===== src/rtl/fpdx_pkg.sv =====
package fpdx_pkg;

  // Result status codes.
  localparam logic [1:0] ST_GOOD     = 2'd0;
  localparam logic [1:0] ST_BAD_SUM  = 2'd1;
  localparam logic [1:0] ST_TOO_LONG = 2'd2;

  // Input item kinds.
  localparam logic CMD_BYTE = 1'b0;
  localparam logic CMD_TICK = 1'b1;

  localparam logic [15:0] TIMEOUT_RESET = 16'd40;

  typedef struct packed {
    logic [1:0] status;
    logic [7:0] frame_command;
    logic [7:0] payload_length;
    logic [7:0] payload_byte;
    logic [7:0] byte_index;
    logic       byte_valid;
    logic       last;
  } res_t;

  typedef struct packed {
    logic       en;
    logic [7:0] addr;
    logic [7:0] data;
  } mem_wr_t;

  typedef struct packed {
    logic       en;
    logic [7:0] addr;
  } mem_rd_t;

endpackage


===== src/rtl/fpdx_store.sv =====
module fpdx_store #(
  parameter int unsigned DEPTH = 64
) (
  input  logic              clk_i,
  input  fpdx_pkg::mem_wr_t wr_i,
  input  fpdx_pkg::mem_rd_t rd_i,
  output logic [7:0]        rd_data_o
);
  import fpdx_pkg::*;

  localparam int unsigned AddrW = (DEPTH > 1) ? $clog2(DEPTH) : 1;

  logic [7:0] mem [DEPTH];
  logic [7:0] rd_data_q;

  always_ff @(posedge clk_i) begin
    if (wr_i.en) begin
      mem[wr_i.addr[AddrW-1:0]] <= wr_i.data;
    end
  end

  // The read data register holds its value while no read is issued.
  always_ff @(posedge clk_i) begin
    if (rd_i.en) begin
      rd_data_q <= mem[rd_i.addr[AddrW-1:0]];
    end
  end

  assign rd_data_o = rd_data_q;

endmodule


===== src/rtl/fpdx_ctrl.sv =====
module fpdx_ctrl #(
  parameter int unsigned MAX_PAYLOAD = 64
) (
  input  logic              clk_i,
  input  logic              rst_ni,
  input  logic              byte_take_i,
  input  logic              tick_take_i,
  input  logic [7:0]        data_byte_i,
  input  logic [15:0]       timeout_i,
  input  logic              out_free_i,
  input  logic [7:0]        rd_data_i,
  output logic              busy_o,
  output logic              res_valid_o,
  output fpdx_pkg::res_t    res_o,
  output fpdx_pkg::mem_wr_t mem_wr_o,
  output fpdx_pkg::mem_rd_t mem_rd_o
);
  import fpdx_pkg::*;

  localparam logic [7:0] MaxLen = 8'(MAX_PAYLOAD);

  localparam logic [3:0] PH_U       = 4'd0;
  localparam logic [3:0] PH_N       = 4'd1;
  localparam logic [3:0] PH_E       = 4'd2;
  localparam logic [3:0] PH_R       = 4'd3;
  localparam logic [3:0] PH_LEN     = 4'd4;
  localparam logic [3:0] PH_TOKEN   = 4'd5;
  localparam logic [3:0] PH_CMD     = 4'd6;
  localparam logic [3:0] PH_PAYLOAD = 4'd7;
  localparam logic [3:0] PH_CHECK   = 4'd8;

  localparam logic [1:0] S_IDLE = 2'd0;
  localparam logic [1:0] S_RD   = 2'd1;
  localparam logic [1:0] S_WR   = 2'd2;

  localparam logic [7:0] CH_U        = 8'h55;
  localparam logic [7:0] CH_N        = 8'h4E;
  localparam logic [7:0] CH_E        = 8'h45;
  localparam logic [7:0] CH_R        = 8'h52;
  localparam logic [7:0] FRAME_TOKEN = 8'h3A;
  localparam logic [7:0] MIN_LEN     = 8'd2;

  logic [3:0]  phase_q, phase_d, cur_phase;
  logic [7:0]  count_q, count_d;
  logic [7:0]  pos_q, pos_d;
  logic [7:0]  cmd_q, cmd_d;
  logic [7:0]  xor_q, xor_d;
  logic [15:0] elapsed_q, elapsed_d;
  logic [1:0]  strm_q, strm_d;
  logic [7:0]  idx_q, idx_d;
  logic [7:0]  slen_q, slen_d;
  logic [7:0]  scmd_q, scmd_d;
  logic        timed_out;
  logic        last_byte;

  assign timed_out = (phase_q != PH_U) && (elapsed_q > timeout_i);
  assign cur_phase = timed_out ? PH_U : phase_q;
  assign last_byte = ((idx_q + 8'd1) == slen_q);

  always_comb begin
    phase_d     = phase_q;
    count_d     = count_q;
    pos_d       = pos_q;
    cmd_d       = cmd_q;
    xor_d       = xor_q;
    elapsed_d   = elapsed_q;
    strm_d      = strm_q;
    idx_d       = idx_q;
    slen_d      = slen_q;
    scmd_d      = scmd_q;
    res_valid_o = 1'b0;
    res_o       = '0;
    mem_wr_o    = '0;
    mem_rd_o    = '0;

    if (tick_take_i) begin
      if (elapsed_q != 16'hFFFF) begin
        elapsed_d = elapsed_q + 16'd1;
      end
    end else if (byte_take_i) begin
      // A frame that has run out of time is dropped before the byte is parsed.
      if (timed_out) begin
        phase_d = PH_U;
        count_d = '0;
        pos_d   = '0;
        cmd_d   = '0;
        xor_d   = '0;
      end
      unique case (cur_phase)
        PH_U: begin
          if (data_byte_i == CH_U) begin
            xor_d     = data_byte_i;
            elapsed_d = '0;
            phase_d   = PH_N;
          end
        end
        PH_N, PH_E, PH_R: begin
          if ((cur_phase == PH_N && data_byte_i == CH_N) ||
              (cur_phase == PH_E && data_byte_i == CH_E) ||
              (cur_phase == PH_R && data_byte_i == CH_R)) begin
            xor_d   = xor_q ^ data_byte_i;
            phase_d = cur_phase + 4'd1;
          end else begin
            phase_d = PH_U;
            count_d = '0;
            pos_d   = '0;
            cmd_d   = '0;
            xor_d   = '0;
          end
        end
        PH_LEN: begin
          if (data_byte_i >= MIN_LEN) begin
            xor_d   = xor_q ^ data_byte_i;
            count_d = data_byte_i - MIN_LEN;
            pos_d   = '0;
            phase_d = PH_TOKEN;
          end else begin
            phase_d = PH_U;
            count_d = '0;
            pos_d   = '0;
            cmd_d   = '0;
            xor_d   = '0;
          end
        end
        PH_TOKEN: begin
          if (data_byte_i == FRAME_TOKEN) begin
            xor_d   = xor_q ^ data_byte_i;
            phase_d = PH_CMD;
          end else begin
            phase_d = PH_U;
            count_d = '0;
            pos_d   = '0;
            cmd_d   = '0;
            xor_d   = '0;
          end
        end
        PH_CMD: begin
          cmd_d   = data_byte_i;
          xor_d   = xor_q ^ data_byte_i;
          pos_d   = '0;
          phase_d = (count_q != 8'd0) ? PH_PAYLOAD : PH_CHECK;
        end
        PH_PAYLOAD: begin
          // Bytes past the store's depth still count toward the checksum.
          mem_wr_o.en   = (pos_q < MaxLen);
          mem_wr_o.addr = pos_q;
          mem_wr_o.data = data_byte_i;
          xor_d         = xor_q ^ data_byte_i;
          pos_d         = pos_q + 8'd1;
          if ((pos_q + 8'd1) >= count_q) begin
            phase_d = PH_CHECK;
          end
        end
        PH_CHECK: begin
          res_o.frame_command  = cmd_q;
          res_o.payload_length = count_q;
          res_o.last           = 1'b1;
          priority if (count_q > MaxLen) begin
            res_o.status = ST_TOO_LONG;
            res_valid_o  = 1'b1;
          end else if (xor_q != data_byte_i) begin
            res_o.status = ST_BAD_SUM;
            res_valid_o  = 1'b1;
          end else if (count_q == 8'd0) begin
            res_o.status = ST_GOOD;
            res_valid_o  = 1'b1;
          end else begin
            strm_d = S_RD;
            idx_d  = '0;
            slen_d = count_q;
            scmd_d = cmd_q;
          end
          phase_d = PH_U;
          count_d = '0;
          pos_d   = '0;
          cmd_d   = '0;
          xor_d   = '0;
        end
        default: begin
          phase_d = PH_U;
          count_d = '0;
          pos_d   = '0;
          cmd_d   = '0;
          xor_d   = '0;
        end
      endcase
    end

    // Payload run: read one entry, then hand it to the output register.
    unique case (strm_q)
      S_IDLE: begin
      end
      S_RD: begin
        mem_rd_o.en   = 1'b1;
        mem_rd_o.addr = idx_q;
        strm_d        = S_WR;
      end
      S_WR: begin
        if (out_free_i) begin
          res_valid_o          = 1'b1;
          res_o.status         = ST_GOOD;
          res_o.frame_command  = scmd_q;
          res_o.payload_length = slen_q;
          res_o.payload_byte   = rd_data_i;
          res_o.byte_index     = idx_q;
          res_o.byte_valid     = 1'b1;
          res_o.last           = last_byte;
          if (last_byte) begin
            strm_d = S_IDLE;
          end else begin
            idx_d  = idx_q + 8'd1;
            strm_d = S_RD;
          end
        end
      end
      default: begin
        strm_d = S_IDLE;
      end
    endcase
  end

  assign busy_o = (strm_q != S_IDLE);

  always_ff @(posedge clk_i or negedge rst_ni) begin
    if (!rst_ni) begin
      phase_q   <= PH_U;
      count_q   <= '0;
      pos_q     <= '0;
      cmd_q     <= '0;
      xor_q     <= '0;
      elapsed_q <= '0;
      strm_q    <= S_IDLE;
      idx_q     <= '0;
    end else begin
      phase_q   <= phase_d;
      count_q   <= count_d;
      pos_q     <= pos_d;
      cmd_q     <= cmd_d;
      xor_q     <= xor_d;
      elapsed_q <= elapsed_d;
      strm_q    <= strm_d;
      idx_q     <= idx_d;
    end
  end

  always_ff @(posedge clk_i) begin
    slen_q <= slen_d;
    scmd_q <= scmd_d;
  end

endmodule


===== src/rtl/framed_packet_decoder_xor_core.sv =====
// Frame decoder for a byte stream with an XOR checksum.
// Input channel (in_valid_i / in_stall_o): each item is a received byte
// (command_i = 0, data_byte_i) or one time tick (command_i = 1).
// Output channel (out_valid_o / out_stall_i): one item per payload byte of a
// good frame, or a single item for an empty payload, a bad checksum or an
// over-long payload. last_o marks the final item of a frame.
// Configuration channel (cfg_valid_i / cfg_ready_o): writes timeout_ticks;
// it is always ready.
// Each input item is handled as it is taken. A single result is written to
// the output register as the closing byte is taken. A good frame with N
// stored bytes streams them from the payload memory, each item by a read
// state, the memory read register and a load into the output register;
// input is stalled (busy) from the closing byte until the last item loads.
// The input is also stalled while a finished item waits and the receiver
// stalls; items are never dropped or repeated.
// Reset clears the parser, the tick counter and the output valid, and loads
// timeout_ticks with 40. The payload memory needs no clearing pass.
module framed_packet_decoder_xor_core #(
  parameter int unsigned MAX_PAYLOAD = 64
) (
  input  logic        clk_i,
  input  logic        rst_ni,
  input  logic        in_valid_i,
  output logic        in_stall_o,
  input  logic        command_i,
  input  logic [7:0]  data_byte_i,
  output logic        out_valid_o,
  input  logic        out_stall_i,
  output logic [1:0]  status_o,
  output logic [7:0]  frame_command_o,
  output logic [7:0]  payload_length_o,
  output logic [7:0]  payload_byte_o,
  output logic [7:0]  byte_index_o,
  output logic        byte_valid_o,
  output logic        last_o,
  input  logic        cfg_valid_i,
  output logic        cfg_ready_o,
  input  logic [15:0] cfg_timeout_ticks_i
);
  import fpdx_pkg::*;

  logic [15:0] timeout_q;
  logic        out_valid_q;
  res_t        out_q;
  logic        out_free;
  logic        busy;
  logic        in_take;
  logic        res_valid;
  res_t        res;
  mem_wr_t     mem_wr;
  mem_rd_t     mem_rd;
  logic [7:0]  rd_data;

  assign out_free    = !out_valid_q || !out_stall_i;
  assign in_stall_o  = busy || !out_free;
  assign in_take     = in_valid_i && !in_stall_o;
  assign cfg_ready_o = 1'b1;

  fpdx_ctrl #(
    .MAX_PAYLOAD(MAX_PAYLOAD)
  ) u_ctrl (
    .clk_i       (clk_i),
    .rst_ni      (rst_ni),
    .byte_take_i (in_take && (command_i == CMD_BYTE)),
    .tick_take_i (in_take && (command_i == CMD_TICK)),
    .data_byte_i (data_byte_i),
    .timeout_i   (timeout_q),
    .out_free_i  (out_free),
    .rd_data_i   (rd_data),
    .busy_o      (busy),
    .res_valid_o (res_valid),
    .res_o       (res),
    .mem_wr_o    (mem_wr),
    .mem_rd_o    (mem_rd)
  );

  fpdx_store #(
    .DEPTH(MAX_PAYLOAD)
  ) u_store (
    .clk_i     (clk_i),
    .wr_i      (mem_wr),
    .rd_i      (mem_rd),
    .rd_data_o (rd_data)
  );

  always_ff @(posedge clk_i or negedge rst_ni) begin
    if (!rst_ni) begin
      timeout_q   <= TIMEOUT_RESET;
      out_valid_q <= 1'b0;
    end else begin
      if (cfg_valid_i && cfg_ready_o) begin
        timeout_q <= cfg_timeout_ticks_i;
      end
      if (res_valid) begin
        out_valid_q <= 1'b1;
      end else if (!out_stall_i) begin
        out_valid_q <= 1'b0;
      end
    end
  end

  always_ff @(posedge clk_i) begin
    if (res_valid) begin
      out_q <= res;
    end
  end

  assign out_valid_o      = out_valid_q;
  assign status_o         = out_q.status;
  assign frame_command_o  = out_q.frame_command;
  assign payload_length_o = out_q.payload_length;
  assign payload_byte_o   = out_q.payload_byte;
  assign byte_index_o     = out_q.byte_index;
  assign byte_valid_o     = out_q.byte_valid;
  assign last_o           = out_q.last;

  a_single_is_last: assert property (@(posedge clk_i) disable iff (!rst_ni)
    out_valid_o && !byte_valid_o |-> last_o)
    else $error("result without payload data is not marked last");

  a_index_in_range: assert property (@(posedge clk_i) disable iff (!rst_ni)
    out_valid_o && byte_valid_o |-> byte_index_o < payload_length_o)
    else $error("payload index beyond announced length");

  a_error_no_data: assert property (@(posedge clk_i) disable iff (!rst_ni)
    out_valid_o && status_o != ST_GOOD |-> !byte_valid_o)
    else $error("error result carries payload data");

  a_run_stalls_input: assert property (@(posedge clk_i) disable iff (!rst_ni)
    out_valid_o && byte_valid_o && !last_o |-> in_stall_o)
    else $error("input taken in the middle of a payload run");

endmodule

===== config.mk =====
export PLATFORM = sky130hd
export DESIGN_NAME = framed_packet_decoder_xor_core
export DESIGN_NICKNAME = d
export VERILOG_FILES = /design/src/rtl/fpdx_pkg.sv /design/src/rtl/fpdx_store.sv /design/src/rtl/fpdx_ctrl.sv /design/src/rtl/framed_packet_decoder_xor_core.sv
export SDC_FILE = /design/constraint.sdc
export NUM_CORES = 1
export LEC_CHECK = 0
export BUFFER_PORTS_ARGS = -buffer_cell sky130_fd_sc_hd__buf_2
export CAP_MARGIN = 20
export CORE_ASPECT_RATIO = 0.7
export CORE_UTILIZATION = 29
export DETAILED_ROUTE_END_ITERATION = 8
export PLACE_DENSITY = 0.52
export SYNTH_ARGS = -nofsm -noshare
export SYNTH_HDL_FRONTEND = slang
export SYNTH_SLANG_ARGS = --single-unit

===== constraint.sdc =====
create_clock -name clk_i -period 9.2 [get_ports clk_i]
set_input_delay 0 -clock clk_i [delete_from_list [all_inputs] [get_ports clk_i]]
set_output_delay 0 -clock clk_i [all_outputs]
set_load 0.03 [all_outputs]

==> results.md <==
* Largest family of logic cells by synthesized area: multiplexers
* Routed WL per cell at 22.6 um
* Core Area at 94,600 sq um
* Final net count at 2,053
* Htree depth at 3
* Worst slew margin at 24.2%
* Maximum root-to-sink buffer count at 3
* Cells after Synth at 1,859
* Multiplexer share of the synthesized area at 9.95%
* Register bit total from synthesis at 651
* Die height at 261 um
* RSZ-0062 raised after global routing: false
* Synth Warn # at 0
* CP arrival at 4.87 ns
* Hold Startpoint: command_i
* Number of flops mapped to enable cells by yosys at 572
* Clock transition at path regs at 0.06 ns
* Most numerous cell in the Yosys netlist: edfxtp_1
* Async S/R FF share, synth at 12.1%
* Setup WS pre-CTS at 4.52 ns
* Netlist cell types at 83
* Int Pwr at 0.00562 W
* Clock Skew at 0.0250 ns
* Fillers at 9,163
* Non-Filler Instances at 3,289
* Post-synthesis area per instance at 15.0 sq um
* # DRC at 0
* Clock share of power at 29.5%
* Final Hold Viols at 0
* Peak Freq at 216 MHz
* Slew of the pin with the lowest slew margin at 1.13 ns
* Post-Synth XOR/XNOR Area at 1.22%
* Worst hold path class: input pin to flip-flop
* Post-DR vias/cell at 5.11
* Inserted Diodes at 0
* Crit path cell chain: ha_1 > a21oi_1 > o21ai_0 > nor3_1 > a31o_2 > nand2_1 > inv_1 > ha_1 > inv_1 > nor4_4 > buf_4 > nand3_1 > nor3_1
* Crit. Startpoint: u_ctrl.elapsed_q[13]$_DFFE_PN0P_
* Initial antenna violation count at 1
* Die ar. at 97,400 sq um
* Starting Density at 29.5%
* Commonest cells in the netlist: edfxtp_1 (572), nand2_1 (131), o21ai_0 (123), nor2_1 (103), mux2_2 (90)
* Origin of the critical flop-to-flop path: u_ctrl.elapsed_q[13]$_DFFE_PN0P_
* Leak at 11.9 nW
* IO Port Bufs at 67
* Clock Sinks at 651
* Worst setup path class: flip-flop to flip-flop
* Period utilization at 50.4%
* Total track usage at 15.2%
* Post-Synthesis Cell Area at 27,900 sq um
* Vias in the first global route at 16.7k
* Clk Latency, worst-skew pair at 0.62 ns
* Critical path fanouts, max at 21
* Post-layout minimum cycle time at 4.63 ns
* Routability cong. at 0.829
* Sequential share of power at 41.9%
* Worst path max stage delay at 0.99 ns
* Largest net degree at the start of global routing at 129
* CTS root buf: clkbuf_16
* Total Wirelength at 74,400 um
* Simple-Gate Fraction of Synth Area at 7.55%
* Final Util at 34.2%
* Cts repair resizes at 0
* Global route overflow at 0
* Psw at 0.00288 W
* Power per standard cell area at 263 nW/um^2
* CP Buf/Inv Count at 3
* Vias at 16.8k
* Post-synthesis sequential area ratio at 68.7%
* Ys flop type: edfxtp_1
* Syn nets at 1,921
* Finish-stage setup viols at 0
* Cell taking the most area after synthesis: edfxtp_1
* Cells taking the most area after synthesis: edfxtp_1 (62%), dfrtp_1 (6.9%), mux4_2 (5.2%), mux2_2 (3.6%), o21ai_0 (2.2%)
* CTS tree: built
* CP required at 9.43 ns
* Number of flip-flops in the largest register at 512
* Critical path startpoint category: flip-flop
* Cell class contributing the biggest share of worst-path delay: simple AND/OR/NAND/NOR gates
* Synth-to-layout area growth at 15.9%
* Adder-Cell Fraction of Synth Area at 1.44%
* Placed Instances at 3,100
* First-pass GRT wire length at 111,000 um
* Final Max Tran Viols at 0
* DR iter-0 viols at 1,810
* Comb pwr share at 28.6%
* Ratio of cells with drive above 1 in the final layout at 19.5%
* Number of routed nets with antenna violations at 0
* Num ports at 69
* Post-synth top area share at 61.6%
* Std cell rows at 94
* Detailed placement HPWL at 47,900 um
* Compound-Gate Fraction of Synth Area at 8.78%
* Status: finished clean
* TritonCTS buffer count at 68
* Switching Fraction at 33.8%
* VDD IR max at 0.322 mV
* Fin worst setup slack at 4.57 ns
* DRT Pass-1 Iters at 5
* Fin Setup TNS at 0 ns
* MaxCap Viol Count at 0
* CP max-delay cell: nor3_1
* Setup crit end kind: flip-flop
* Chip width at 373 um
[worst reg2reg max path: stages (launching register included)]
cell and delay, ns:
dfrtp_1 0.42, ha_1 0.33, a21oi_1 0.15, o21ai_0 0.14
nor3_1 0.35, a31o_2 0.31, nand2_1 0.14, inv_1 0.11
ha_1 0.30, inv_1 0.13, nor4_4 0.27, buf_4 0.27
nand3_1 0.34, nor3_1 0.99
[cells in the final DEF, fill, tap and decap left out, drive strengths merged, types with 30 or more instances in the layout]
cell and n:
o22ai 46, nor2 104, dlygate4sd3 61, clkbuf 85, nand2 133, buf 103, nor3 38, a21oi 48
mux4 64, dfrtp 77, clkinv 35, and3 33, edfxtp 572, nand3 30, ha 32, mux2i 32
inv 54, o21ai 125, mux2 90
[stage by stage]
step / total power [W] / area (sq um) / hold WS, ns
final: 0.00850 / 32300 / 0.358
after global routing: 0.00888 / 32300 / 0.341
after CTS: 0.00856 / 32300 / 0.315
after detailed placement: 0.00602 / 29600 / 0.0116
after global placement: 0.00599 / 29600 / 0.00524
after floorplan: 0.00523 / 27900 / -0.296
[power groups by stage]
stage          Sequential (W)  Combinational [W]  Clock (W)
2_1_floorplan         0.00362            0.00161          0
3_3_place_gp          0.00361            0.00238          0
3_5_place_dp          0.00362            0.00240          0
4_1_cts               0.00356            0.00243    0.00257
5_1_grt               0.00358            0.00262    0.00267
6_report              0.00356            0.00243    0.00251
[cells by family (layout without fill, tap and decap cells)]
family / Yosys count / count (layout)
flip-flops: 651 / 651
adder cells (fa/ha/maj): 32 / 32
multiplexers: 186 / 186
other: 1 / 1
buffers and inverters: 159 / 341
XOR/XNOR: 34 / 34
AO/OA/AOI/OAI: 370 / 370
AND/OR/NAND/NOR: 426 / 426
[repair_timing]
action,in CTS,in global routing
endpoints found under the hold margin,127,0
buffers inserted,0,0
hold buffers,62,0
[metal layers]
metal	routed length [um]	up-vias	track usage [%]
li1	-	7496	-
met1	37100	8698	23.4
met2	31200	528	21.7
met3	5090	86	3.32
met4	949	0	2.88
met5	0	-	0
[cell type report]
cell class | count | area, sq um | share of cell area, %
clock buffers | 80 | 1770 | 5.47
multi-input cells | 1049 | 8130 | 25.1
repair buffers | 169 | 1270 | 3.93
clock inverters | 40 | 224 | 0.693
flip-flops and latches | 651 | 19200 | 59.3
inverters | 52 | 195 | 0.604
well taps | 1248 | 1560 | 4.83
[path summary, 6_finish.rpt]
check / end / slack [ns] / cells past startpoint
worst min-delay path: u_ctrl.elapsed_q[4]$_DFFE_PN0P_ / 0.36 / 4
worst min register to register: u_ctrl.scmd_q[3]$_DFFE_PP_ / 0.49 / 0
worst max-delay path: u_store.mem[24][4]$_DFFE_PP_ / 4.57 / 13
worst max register to register: u_store.mem[24][4]$_DFFE_PP_ / 4.57 / 13
max in group asynchronous: u_ctrl.idx_q[2]$_DFF_PN0_ / 8.08 / 4
min in group asynchronous: timeout_q[5]$_DFFE_PN1P_ / 0.47 / 3
Power figures use the tool's default switching activity.
